==> config.mk <==
export PLATFORM = sky130hd
export DESIGN_NAME = field_block_metrics_flat
export DESIGN_NICKNAME = d
export VERILOG_FILES = /design/src/sv/fbm_pkg.sv /design/src/sv/fbm_if.sv /design/src/sv/fbm_lane.sv /design/src/sv/fbm_merge.sv /design/src/sv/field_block_metrics.sv /design/src/flat_wrapper.sv
export SDC_FILE = /design/constraint.sdc
export NUM_CORES = 2
export LEC_CHECK = 0
export BUFFER_PORTS_ARGS = -buffer_cell sky130_fd_sc_hd__buf_2
export CAP_MARGIN = 20
export CORE_MARGIN = 2
export CORE_UTILIZATION = 40
export DETAILED_ROUTE_END_ITERATION = 10
export PLACE_DENSITY = 0.6
export SETUP_SLACK_MARGIN = 0.15
export SYNTH_ARGS = -nofsm -noshare
export SYNTH_HDL_FRONTEND = slang
export SYNTH_HIERARCHICAL = 1
export SYNTH_SLANG_ARGS = --single-unit
==> constraint.sdc <==
create_clock -name clk -period 5.05 [get_ports clk]
set_clock_uncertainty 0.1 [all_clocks]
set_input_delay 0.505 -clock clk [delete_from_list [all_inputs] [get_ports clk]]
set_output_delay 0.505 -clock clk [all_outputs]
set_load 0.02 [all_outputs]
==> src/sv/fbm_pkg.sv <==
// ----------------------------------------------------------------------------
// fbm_pkg
// Shared types, constants and helpers for the field block metric block.
// ----------------------------------------------------------------------------
package fbm_pkg;

  // Pixel and payload widths
  localparam int PIX_W    = 8;
  localparam int MAX_PIX  = 8;
  localparam int LINE_W   = PIX_W * MAX_PIX;
  localparam int KIND_W   = 2;
  localparam int SUM_W    = 15;
  localparam int LANE_W   = 10;   // comb term: two 9-bit differences summed
  localparam int VAR_SHIFT = 2;   // variation scale of four

  localparam logic [SUM_W-1:0] SUM_MAX = {SUM_W{1'b1}};

  // Parameter defaults
  localparam int BLOCK_WIDTH_DEF = 8;
  localparam int BLOCK_LINES_DEF = 4;

  typedef logic [KIND_W-1:0] kind_t;

  // Metric kinds
  localparam kind_t KIND_DIFF = 2'd0;
  localparam kind_t KIND_COMB = 2'd1;
  localparam kind_t KIND_VAR  = 2'd2;

  // Per-line control carried down the pipeline
  typedef struct packed {
    logic  first;
    logic  last;
    kind_t kind;
    logic  ident;
  } ctl_t;

  // Absolute difference of two 9-bit values
  function automatic logic [PIX_W:0] absdiff9(input logic [PIX_W:0] x,
                                              input logic [PIX_W:0] y);
    return (x > y) ? (x - y) : (y - x);
  endfunction

endpackage

==> src/sv/fbm_if.sv <==
// ----------------------------------------------------------------------------
// fbm_if
// Valid/ready channels for field lines in and block metrics out.
// ----------------------------------------------------------------------------
interface fbm_in_if;
  logic                       valid;
  logic                       ready;
  fbm_pkg::kind_t             opcode;
  logic                       identical_fields;
  logic [fbm_pkg::LINE_W-1:0] a_line;
  logic [fbm_pkg::LINE_W-1:0] a_next_line;
  logic [fbm_pkg::LINE_W-1:0] b_above_line;
  logic [fbm_pkg::LINE_W-1:0] b_line;

  modport source (output valid, opcode, identical_fields, a_line, a_next_line,
                  b_above_line, b_line, input ready);
  modport sink   (input valid, opcode, identical_fields, a_line, a_next_line,
                  b_above_line, b_line, output ready);
endinterface

interface fbm_out_if;
  logic                      valid;
  logic                      ready;
  logic [fbm_pkg::SUM_W-1:0] metric;
  fbm_pkg::kind_t            kind;

  modport source (output valid, metric, kind, input ready);
  modport sink   (input valid, metric, kind, output ready);
endinterface

==> src/sv/fbm_lane.sv <==
// ----------------------------------------------------------------------------
// fbm_lane
// Per-pixel metric term for one pixel column, registered.
// ----------------------------------------------------------------------------
module fbm_lane (
  input  logic                        clk,
  input  logic                        en,
  input  fbm_pkg::kind_t              kind,
  input  logic                        var_en,
  input  logic [fbm_pkg::PIX_W-1:0]   a_pix,
  input  logic [fbm_pkg::PIX_W-1:0]   an_pix,
  input  logic [fbm_pkg::PIX_W-1:0]   bu_pix,
  input  logic [fbm_pkg::PIX_W-1:0]   b_pix,
  output logic [fbm_pkg::LANE_W-1:0]  term
);
  import fbm_pkg::*;

  logic [PIX_W:0]  a2, b2, ub_sum, an_sum;
  logic [PIX_W:0]  comb_top, comb_bot;
  logic [LANE_W-1:0] term_next;

  // Form doubled pixels and neighbor sums
  assign a2     = {a_pix, 1'b0};
  assign b2     = {b_pix, 1'b0};
  assign ub_sum = {1'b0, bu_pix} + {1'b0, b_pix};
  assign an_sum = {1'b0, a_pix} + {1'b0, an_pix};
  assign comb_top = absdiff9(a2, ub_sum);
  assign comb_bot = absdiff9(b2, an_sum);

  // Select the term for this block's kind
  always_comb begin
    case (kind)
      KIND_DIFF: term_next = LANE_W'(absdiff9({1'b0, a_pix}, {1'b0, b_pix}));
      KIND_COMB: term_next = LANE_W'(comb_top) + LANE_W'(comb_bot);
      KIND_VAR:  term_next = var_en ?
                   LANE_W'(absdiff9({1'b0, a_pix}, {1'b0, an_pix})) : '0;
      default:   term_next = '0;
    endcase
  end

  // Hold the term for the merge stage
  always_ff @(posedge clk) begin
    if (en) begin
      term <= term_next;
    end
  end

endmodule

==> src/sv/fbm_merge.sv <==
// ----------------------------------------------------------------------------
// fbm_merge
// Sums the lane terms of one line into a registered line total.
// ----------------------------------------------------------------------------
module fbm_merge #(
  parameter int BLOCK_WIDTH = fbm_pkg::BLOCK_WIDTH_DEF,
  localparam int TREE_W = fbm_pkg::LANE_W + $clog2(BLOCK_WIDTH)
) (
  input  logic                                         clk,
  input  logic                                         rst,
  input  logic                                         en,
  input  logic                                         valid_in,
  input  fbm_pkg::ctl_t                                ctl_in,
  input  logic [BLOCK_WIDTH-1:0][fbm_pkg::LANE_W-1:0]  terms,
  output logic                                         valid,
  output fbm_pkg::ctl_t                                ctl,
  output logic [TREE_W-1:0]                            total
);
  import fbm_pkg::*;

  logic [TREE_W-1:0] total_next;

  // Add up the lanes
  always_comb begin
    total_next = '0;
    for (int i = 0; i < BLOCK_WIDTH; i++) begin
      total_next = total_next + TREE_W'(terms[i]);
    end
  end

  // Advance the stage valid
  always_ff @(posedge clk) begin
    if (rst) begin
      valid <= 1'b0;
    end else if (en) begin
      valid <= valid_in;
    end
  end

  // Hold line total and control
  always_ff @(posedge clk) begin
    if (en) begin
      total <= total_next;
      ctl   <= ctl_in;
    end
  end

endmodule

==> src/sv/field_block_metrics.sv <==
// ----------------------------------------------------------------------------
// field_block_metrics
// Inverse telecine block metric (difference, comb or variation) over an
// 8-wide block, one field line per transaction, one result per block.
// ----------------------------------------------------------------------------
//  channel  | dir | payload                                        | per
//  in_ch    | in  | opcode, identical_fields, four 64-bit lines    | line
//  out_ch   | out | metric (15 bits), kind                         | block
//
//  One line per cycle sustained; a line passes lane and merge registers, and
//  the accumulator's block result is registered at the output as its last
//  line leaves merge. Reset (rst, synchronous) empties the pipeline and
//  restarts the block count. A waiting result holds back only the final
//  line of the next block; the lines before it keep flowing, and once that
//  line waits, at most one more line is taken before in_ch.ready drops.
// ----------------------------------------------------------------------------
module field_block_metrics #(
  parameter int BLOCK_WIDTH = fbm_pkg::BLOCK_WIDTH_DEF,
  parameter int BLOCK_LINES = fbm_pkg::BLOCK_LINES_DEF
) (
  input  logic      clk,
  input  logic      rst,
  fbm_in_if.sink    in_ch,
  fbm_out_if.source out_ch
);
  import fbm_pkg::*;

  localparam int CNT_W  = $clog2(BLOCK_LINES);
  localparam int TREE_W = LANE_W + $clog2(BLOCK_WIDTH);
  localparam logic [CNT_W-1:0] LAST_LINE = CNT_W'(BLOCK_LINES - 1);

  // Block tracking at the input
  logic [CNT_W-1:0] line_count;
  kind_t            block_kind;
  logic             block_identical;
  ctl_t             ctl_in;
  logic             in_take;

  // Pipeline stage controls
  logic             v1;
  ctl_t             ctl1;
  logic             en1, en2, acc_take;
  logic             v2;
  ctl_t             ctl2;
  logic [TREE_W-1:0] total2;
  logic [BLOCK_WIDTH-1:0][LANE_W-1:0] terms;

  // Accumulator and result
  logic [SUM_W-1:0] running_sum;
  logic [SUM_W:0]   acc_raw;
  logic [SUM_W-1:0] acc_sat;
  logic [SUM_W+VAR_SHIFT-1:0] scaled;
  logic [SUM_W-1:0] metric_next;
  logic             out_valid;

  // Stall chain: only a last line needs the output slot
  assign acc_take = v2 && (!ctl2.last || !out_valid || out_ch.ready);
  assign en2      = !v2 || acc_take;
  assign en1      = !v1 || en2;
  assign in_ch.ready = en1;
  assign in_take  = in_ch.valid && in_ch.ready;

  // Latch opcode and flag on a block's first line
  always_comb begin
    ctl_in.first = (line_count == '0);
    ctl_in.last  = (line_count == LAST_LINE);
    ctl_in.kind  = ctl_in.first ? in_ch.opcode : block_kind;
    ctl_in.ident = ctl_in.first ? in_ch.identical_fields : block_identical;
  end

  always_ff @(posedge clk) begin
    if (rst) begin
      line_count      <= '0;
      block_kind      <= KIND_DIFF;
      block_identical <= 1'b0;
    end else if (in_take) begin
      line_count      <= ctl_in.last ? '0 : line_count + 1'b1;
      block_kind      <= ctl_in.kind;
      block_identical <= ctl_in.ident;
    end
  end

  // Lane stage
  for (genvar j = 0; j < BLOCK_WIDTH; j++) begin : g_lane
    fbm_lane u_lane (
      .clk    (clk),
      .en     (en1),
      .kind   (ctl_in.kind),
      .var_en (!ctl_in.last),
      .a_pix  (in_ch.a_line[PIX_W*j +: PIX_W]),
      .an_pix (in_ch.a_next_line[PIX_W*j +: PIX_W]),
      .bu_pix (in_ch.b_above_line[PIX_W*j +: PIX_W]),
      .b_pix  (in_ch.b_line[PIX_W*j +: PIX_W]),
      .term   (terms[j])
    );
  end

  always_ff @(posedge clk) begin
    if (rst) begin
      v1 <= 1'b0;
    end else if (en1) begin
      v1 <= in_ch.valid;
    end
  end

  always_ff @(posedge clk) begin
    if (en1) begin
      ctl1 <= ctl_in;
    end
  end

  // Merge stage
  fbm_merge #(.BLOCK_WIDTH(BLOCK_WIDTH)) u_merge (
    .clk      (clk),
    .rst      (rst),
    .en       (en2),
    .valid_in (v1),
    .ctl_in   (ctl1),
    .terms    (terms),
    .valid    (v2),
    .ctl      (ctl2),
    .total    (total2)
  );

  // Saturating accumulate, restart on a block's first line
  assign acc_raw = (ctl2.first ? '0 : {1'b0, running_sum}) + (SUM_W+1)'(total2);
  assign acc_sat = (acc_raw > {1'b0, SUM_MAX}) ? SUM_MAX : acc_raw[SUM_W-1:0];
  assign scaled  = (SUM_W+VAR_SHIFT)'(acc_sat) << VAR_SHIFT;

  // Scale variation, zero identical fields
  always_comb begin
    metric_next = acc_sat;
    if (ctl2.kind == KIND_VAR) begin
      metric_next = (scaled > (SUM_W+VAR_SHIFT)'(SUM_MAX)) ?
                    SUM_MAX : scaled[SUM_W-1:0];
    end
    if (ctl2.ident) begin
      metric_next = '0;
    end
  end

  always_ff @(posedge clk) begin
    if (acc_take) begin
      running_sum <= acc_sat;
    end
  end

  // Output register
  always_ff @(posedge clk) begin
    if (rst) begin
      out_valid <= 1'b0;
    end else if (acc_take && ctl2.last) begin
      out_valid <= 1'b1;
    end else if (out_ch.ready) begin
      out_valid <= 1'b0;
    end
  end

  always_ff @(posedge clk) begin
    if (acc_take && ctl2.last) begin
      out_ch.metric <= metric_next;
      out_ch.kind   <= ctl2.kind;
    end
  end

  assign out_ch.valid = out_valid;

  // Checks
  a_last_emits: assert property (@(posedge clk) disable iff (rst)
    (acc_take && ctl2.last) |=> out_ch.valid)
    else $error("block end did not produce a result");

  a_count_range: assert property (@(posedge clk) disable iff (rst)
    line_count <= LAST_LINE)
    else $error("line count out of range");

  a_var_scaled: assert property (@(posedge clk) disable iff (rst)
    (out_ch.valid && out_ch.kind == KIND_VAR) |->
      (out_ch.metric[VAR_SHIFT-1:0] == '0 || out_ch.metric == SUM_MAX))
    else $error("variation metric not scaled");

  a_no_overwrite: assert property (@(posedge clk) disable iff (rst)
    (out_ch.valid && !out_ch.ready) |-> !(acc_take && ctl2.last))
    else $error("result overwritten while waiting");

endmodule
==> src/flat_wrapper.sv <==
// flat-port wrapper written by rule: the top's interface ports become plain ports
module field_block_metrics_flat import fbm_pkg::*;
#(
  parameter int BLOCK_WIDTH = fbm_pkg::BLOCK_WIDTH_DEF,
  parameter int BLOCK_LINES = fbm_pkg::BLOCK_LINES_DEF
)
  (clk, rst, in_ch_valid, in_ch_opcode, in_ch_identical_fields, in_ch_a_line, in_ch_a_next_line, in_ch_b_above_line, in_ch_b_line, in_ch_ready, out_ch_valid, out_ch_metric, out_ch_kind, out_ch_ready);
  fbm_in_if in_ch_i ();
  fbm_out_if out_ch_i ();
  input  logic clk;
  input  logic rst;
  input wire logic [$bits(in_ch_i.valid)-1:0] in_ch_valid;
  input wire logic [$bits(in_ch_i.opcode)-1:0] in_ch_opcode;
  input wire logic [$bits(in_ch_i.identical_fields)-1:0] in_ch_identical_fields;
  input wire logic [$bits(in_ch_i.a_line)-1:0] in_ch_a_line;
  input wire logic [$bits(in_ch_i.a_next_line)-1:0] in_ch_a_next_line;
  input wire logic [$bits(in_ch_i.b_above_line)-1:0] in_ch_b_above_line;
  input wire logic [$bits(in_ch_i.b_line)-1:0] in_ch_b_line;
  output wire logic [$bits(in_ch_i.ready)-1:0] in_ch_ready;
  output wire logic [$bits(out_ch_i.valid)-1:0] out_ch_valid;
  output wire logic [$bits(out_ch_i.metric)-1:0] out_ch_metric;
  output wire logic [$bits(out_ch_i.kind)-1:0] out_ch_kind;
  input wire logic [$bits(out_ch_i.ready)-1:0] out_ch_ready;
  assign in_ch_i.valid = in_ch_valid;
  assign in_ch_i.opcode = in_ch_opcode;
  assign in_ch_i.identical_fields = in_ch_identical_fields;
  assign in_ch_i.a_line = in_ch_a_line;
  assign in_ch_i.a_next_line = in_ch_a_next_line;
  assign in_ch_i.b_above_line = in_ch_b_above_line;
  assign in_ch_i.b_line = in_ch_b_line;
  assign in_ch_ready = in_ch_i.ready;
  assign out_ch_valid = out_ch_i.valid;
  assign out_ch_metric = out_ch_i.metric;
  assign out_ch_kind = out_ch_i.kind;
  assign out_ch_i.ready = out_ch_ready;
  field_block_metrics #(.BLOCK_WIDTH(BLOCK_WIDTH), .BLOCK_LINES(BLOCK_LINES)) u_core (.clk(clk), .rst(rst), .in_ch(in_ch_i), .out_ch(out_ch_i));
endmodule
; Yosys cells after proc, flatten, opt, wreduce, memory -nomap -nowiden
; Cells that the tools add are included.
; Widths: inputs -> output; s select.
[word_totals]
elab_cells = 232
ff_bits = 143
inputBits = 263
output_inout_bits = 19
[op_classes]
n_reduce_logical = 14
eq_ne = 4
order_cmp = 34
add_sub_neg = 97
n_mux = 57
[ops]
columns = cell, n
row1 = $mux 9, 40
row2 = $sub 8x8->9, 32
row3 = $sub 9x9->9, 32
row4 = $pmux 10 s3, 8
row5 = $add 8x8->9, 16
row6 = $gt 9x9->1, 16
row7 = $gt 8x8->1, 16
row8 = $add 9x9->10, 8
row9 = $mux 15, 4
row10 = $add 13x10->13, 4
row11 = $gt 17x15->1 const B, 1
row12 = $add 16x13->16, 1
row13 = $gt 16x15->1 const B, 1
row14 = $add 12x10->13, 1
row15 = $add 11x10->12, 1
row16 = $add 10x10->11, 1
row17 = $eq 2x2->1 const B, 3
row18 = $logic_not 1->1, 4
row19 = $logic_not 2->1, 2
row20 = $logic_or 1x1->1, 4
row21 = $mux 2, 2
row22 = $logic_and 1x1->1, 3
row23 = $mux 1, 3
row24 = $add 2x1->2 const B, 1
row25 = other kinds (2), 2

; Longest topological paths before layout
[depth]
depth_word = 7
mapped_depth = 26
mapped_depth_nobuf = 25

; Modules after synthesis
; Netlist, hierarchy kept.
[modules_own_cells]
columns = mod, cells_each, seq_area_each_um2, area_per_inst_um2, instances
row1 = fbm_lane (u_core.g_lane[0].u_lane ...), 528, 300.3, 4264.1, 4
row2 = fbm_lane (u_core.g_lane[2].u_lane ...), 533, 300.3, 4154.0, 2
row3 = fbm_lane (u_core.g_lane[7].u_lane), 547, 300.3, 4286.6, 1
row4 = fbm_lane (u_core.g_lane[6].u_lane), 513, 300.3, 4139.0, 1
row5 = fbm_merge, 230, 560.5, 2553.7, 1
row6 = field_block_metrics, 224, 1251.2, 2492.4, 1

; Worst setup path before layout
; OpenSTA, ideal clock, no wires.
[synth_timing]
kind = in2reg
startpoint = input in_ch_b_above_line[48]
endpoint = register u_core/g_lane[6].u_lane/term[8] in the netlist's numbering (data pin)
path_slack_ns = -0.312
setup_time_ns = 0.259
arrival_ns = 5.003
n_path_buf = 2
t_required_ns = 4.691
cell_stages = 22
path_cell_list = ha_1 -> fa_1 -> a21o_1 -> a21oi_1 -> o21bai_1 -> a21oi_1 -> xnor2_1 -> ha_1 -> clkbuf_1 -> a21oi_1 -> o21ai_1 -> o31ai_2 -> clkbuf_1 -> a21oi_1 -> fa_1 -> a21o_1 -> a21oi_1 -> o21bai_1 -> a211oi_1 -> o21ba_2 -> xnor2_1 -> a211o_1
[synth_between]
elab_chain_len = 5
word_cells_on_any_way = 7
classes_between = 4 x add/sub / 1 x order compare / 2 x mux
[synth_lines]
columns = element, line_no
row1 = "start, declared", flat_wrapper.sv:17  ; input wire logic [$bits(in_ch_i.b_above_line)-1:0] in_ch_b_above_line;
row2 = $add 8x8->9 (*), fbm_lane.sv:25  ; assign ub_sum = {1'b0, bu_pix} + {1'b0, b_pix};
row3 = $sub 9x9->9 / $gt 9x9->1 (equally long branches), fbm_pkg.sv:40  ; return (x > y) ? (x - y) : (y - x);
row4 = $mux 9 (*), fbm_pkg.sv:40
row5 = $add 9x9->10 (*), fbm_lane.sv:34  ; KIND_COMB: term_next = LANE_W'(comb_top) + LANE_W'(comb_bot);
row6 = $pmux 10 s3 (*), fbm_lane.sv:32  ; case (kind)
row7 = net u_core.g_lane[6].u_lane.term_next[8], fbm_lane.sv:20  ; logic [LANE_W-1:0] term_next;
row8 = "end signal, assigned", fbm_lane.sv:44  ; term <= term_next;
row9 = "end, declared", fbm_lane.sv:14  ; output logic [fbm_pkg::LANE_W-1:0] term
; Mark *: on every way through the listed nets, which the timed path passes. The rest lies on a longest branch.
; A chain may end at the register's enable or synchronous reset.

; Worst setup path in the final report
[layout_timing]
startpoint = input in_ch_a_line[57]
endpoint = register u_core/g_lane[7].u_lane/term[8] in the netlist's numbering (data pin)
[layout_between]
elab_chain_len = 5
word_cells_on_any_way = 20
classes_between = 10 x add/sub / 4 x order compare / 6 x mux
[layout_lines]
columns = element, line_no
row1 = "start, declared", flat_wrapper.sv:15  ; input wire logic [$bits(in_ch_i.a_line)-1:0] in_ch_a_line;
row2 = $add 8x8->9, fbm_lane.sv:26  ; assign an_sum = {1'b0, a_pix} + {1'b0, an_pix};
row3 = $sub 9x9->9 / $gt 9x9->1 (equally long branches), fbm_pkg.sv:40
row4 = $mux 9, fbm_pkg.sv:40
row5 = $add 9x9->10, fbm_lane.sv:34
row6 = $pmux 10 s3 (*), fbm_lane.sv:32
row7 = net u_core.g_lane[7].u_lane.term_next[8], fbm_lane.sv:20
row8 = "end signal, assigned", fbm_lane.sv:44
row9 = "end, declared", fbm_lane.sv:14
; Marks and branches as above.

==> reports/metrics.cfg <==
[status]
status = finished clean

[sta]
max_slew.worst_pin.slew_ns = 0.9989
setup_tns_ns = 0
period_minus_slack_ns = 4.919
rsz0062_at_grt = yes
post-route-period-util_pct = 97.40
finalHoldViolCount = 0
maxSlewHeadroom_pct = 33.22
setup_viol = 0
slew_violations = 0
setup_slack_ns = 0.1315
whs_ns = 0.2423
fmax_ghz = 0.2033

[worst_setup_path]
r2r-start = u_core/g_lane[3].u_lane/term[2]
worst_ep_arrival_time_ns = 5.00
max_stage_delay_ns = 0.37
slowest_stage = fa_2
reg2reg_slack_ns = 0.45
worstPathCellList = buf_4 > buf_4 > ha_1 > a21o_1 > a21oi_2 > o21bai_1 > a21oi_2 > xor2_1 > inv_1 > ha_4 > a2111oi_4 > o211ai_1 > a31o_1 > a21oi_2 > nor2_4 > mux2i_2 > fa_2 > a21o_1 > a21oi_2 > o21ai_2 > o41ai_2 > xor2_1 > o221ai_2 > a21o_1
crit_buf_inv = 3
critPathKind = in2reg
worstReg2RegEnd = u_core/u_merge/total[10]
cp_common_cell = a21oi_2
end_kind = register
cpLargestDelayFamily = compound AO/OA/AOI/OAI gates
path_max_fanout = 6
critPathLaunchType = primary input
crit_required_ns = 5.13
worstRegToRegCells = 15

[logic_synthesis]
avgSynthCellArea_um2 = 8.277
synthTopCellsByArea = ha_1 24%, edfxtp_1 10%, fa_1 7.6%
synth.cell_area_um2 = 38840
netlist.area_leader.share_pct = 23.84
async_reset_ff_share_pct = 0
yosysMostFrequentCell = ha_1
ys_warn_count = 6
ys_ff_latch = 143
ys_top_cells_by_count = 740 x ha_1, 600 x inv_1, 453 x a21oi_1
synthesis.nets = 5843
ys_types = 98
seq_area_frac_synth_pct = 10.85
synth-edff-count = 135
synth_flop_cell = edfxtp_1
yosysTopAreaCell = ha_1
synthCells = 4692

[global_route]
grt_pass1_vias = 36070
grt_pass1_wl_um = 193300
antenna_found_initial = 3
grt-ovfl-total = 0
grtUsageTotal_pct = 24.33
grt_max_degree = 37

[clock_network]
hold_buffers = 0
cts-buffers-inserted = 17
clock_latency_ns = 0.43
cts_tree = built
clkSinkCount = 143
clk_pin_slew_worst_paths_ns = 0.07
root_buffer = clkbuf_16
h-tree-depth = 4
cts_buffer_depth = 2

[cells_and_area]
multi_input_area_um2 = 33730
nets = 6823
final_area_um2 = 49990
ff_latch_area_um2 = 4214
n_fill_cell = 9358
area_delta_synth_final_pct = 28.71
utilization_pct = 51.84
layout-drive-gt1-share_pct = 27.79

[place]
portBuffers = 281
dpl.hpwl_um = 109000
gp_congestion = 0.9452
placed_cell_area_um2 = 47060
dp_slack_ns = -0.5990

[detailed_routing]
dr.pass1.iters = 6
via_per_inst = 5.332
drt-total-wl_um = 127200
num_vias = 37120
first_iter_violations = 2278
routedWlPerCell_um = 18.27
ant_nets = 0
drc = 0

[worst_hold_path]
holdPathStages = 2
hold_class = in2reg
worstHoldStart = rst
hold_path_end = u_core/line_count[0]

[floorplan]
ios = 282
coreArea_um2 = 96420
die_area_um2 = 99600
die_h_um = 315.6
die_width_um = 315.6
rows = 114
initial_core_util_pct = 40.28

[power]
peakVddDrop_uv = 2022
power.density_nw_per_um2 = 563.9
p_leak_nw = 25.07

[run]
drv_cap = 0

[layer usage]
| metal | up-vias | track usage [%] | routed length, um | part of all wire, % |
|---|---|---|---|---|
| met5 | - | 0 | 15 | 0.012 |
| met4 | 4 | 6.280 | 3320 | 2.6 |
| met3 | 157 | 2.132 | 4936 | 3.9 |
| met2 | 847 | 42.68 | 61690 | 48 |
| met1 | 17600 | 32.02 | 57260 | 45 |
| li1 | 18510 | - | - | - |
[stage by stage]
stage | std cells | total power, mW
finish | 6962 | 28.19
global route | 6962 | 30.59
CTS | 6899 | 26.80
detailed placement | 6853 | 25.18
global placement | 6853 | 24.92
floorplan | 4692 | 18.86
[power breakdown]
part,switching [mW],leakage [nW],internal [mW]
clock network,0.586,0.286,0.664
logic,13.0,23.3,11.3
registers,0.226,1.51,2.50
total,13.8,25.1,14.4
[worst reg2reg max path: stages, from the launching register on]
cell	delay (ns)
edfxtp_1	0.40
inv_1	0.08
fa_1	0.53
inv_1	0.05
fa_1	0.48
fa_1	0.49
inv_1	0.05
fa_1	0.47
inv_1	0.05
ha_1	0.23
fa_1	0.48
a21oi_2	0.15
nor2b_1	0.07
a311oi_2	0.40
a21oi_1	0.14
xor2_1	0.17
[sequential cells by signal, summed over array words and instances, names as in the netlist]
name,count
u_core/g_lane.u_lane/term,80
u_core/out_ch.metric,15
u_core/running_sum,15
u_core/u_merge/total,13
u_core/ctl1,5
u_core/u_merge/ctl,5
u_core/block_kind,2
u_core/line_count,2
u_core/out_ch.kind,2
u_core/block_identical,1
u_core/out_ch.valid,1
u_core/u_merge/valid,1
u_core/v1,1
[cell families after synthesis]
kind of cell / count (synthesis) / share of synthesized area [%]
AO/OA/AOI/OAI: 1440 / 24.73
multiplexers: 205 / 5.493
adder cells (fa/ha/maj): 888 / 31.47
XOR/XNOR: 347 / 7.826
flip-flops: 143 / 10.85
AND/OR/NAND/NOR: 950 / 12.29
buffers and inverters: 719 / 7.339
[layout by cell type (no fill, tap or decap), types with 28 or more instances in the layout]
cell / n
buf_4: 776
ha_1: 696
inv_1: 595
a21oi_1: 352
buf_2: 266
nand2_1: 256
a21o_1: 228
nor2_1: 186
xnor2_1: 179
o21ai_0: 174
mux2i_1: 158
xor2_1: 143
edfxtp_1: 135
fa_1: 128
nor2b_1: 118
a21oi_2: 103
o21bai_1: 71
o211ai_1: 57
nor3_1: 54
nand2b_1: 49
nand3_1: 44
o21a_1: 40
nand4_1: 37
a31oi_1: 31
ha_4: 31
and2_1: 30
o21ai_1: 30
a221oi_1: 28
[worst max-delay path by stage]
stage                                       from                              end  depth (start not counted)
final                           in_ch_a_line[57]  u_core/g_lane[7].u_lane/term[8]                         24
after global routing            in_ch_a_line[57]  u_core/g_lane[7].u_lane/term[8]                         25
after CTS                 in_ch_b_above_line[56]  u_core/g_lane[7].u_lane/term[8]                         25
after detailed placement  in_ch_b_above_line[56]  u_core/g_lane[7].u_lane/term[8]                         25
after global placement    in_ch_b_above_line[56]  u_core/g_lane[7].u_lane/term[8]                         23
after floorplan                 in_ch_a_line[56]  u_core/g_lane[7].u_lane/term[8]                         23
[layout make-up]
type / instances / share of cell area, %
Timing Repair Buffer: 1077 / 15.16
Antenna cell: 1 / 0.005006
Inverter: 602 / 4.543
Tap cell: 1276 / 3.194
Clock inverter: 15 / 0.3354
Multi-Input combinational cell: 3831 / 67.48
Sequential cell: 143 / 8.430
Clock buffer: 17 / 0.8510
[timing repair]
action	CTS	global route
gates cloned	1	0
endpoints found under the setup margin	22	44
pin swaps	64	307
buffers inserted	13	62
gates resized for setup	55	334
Note: power is estimated with default switching activity, not from simulation.
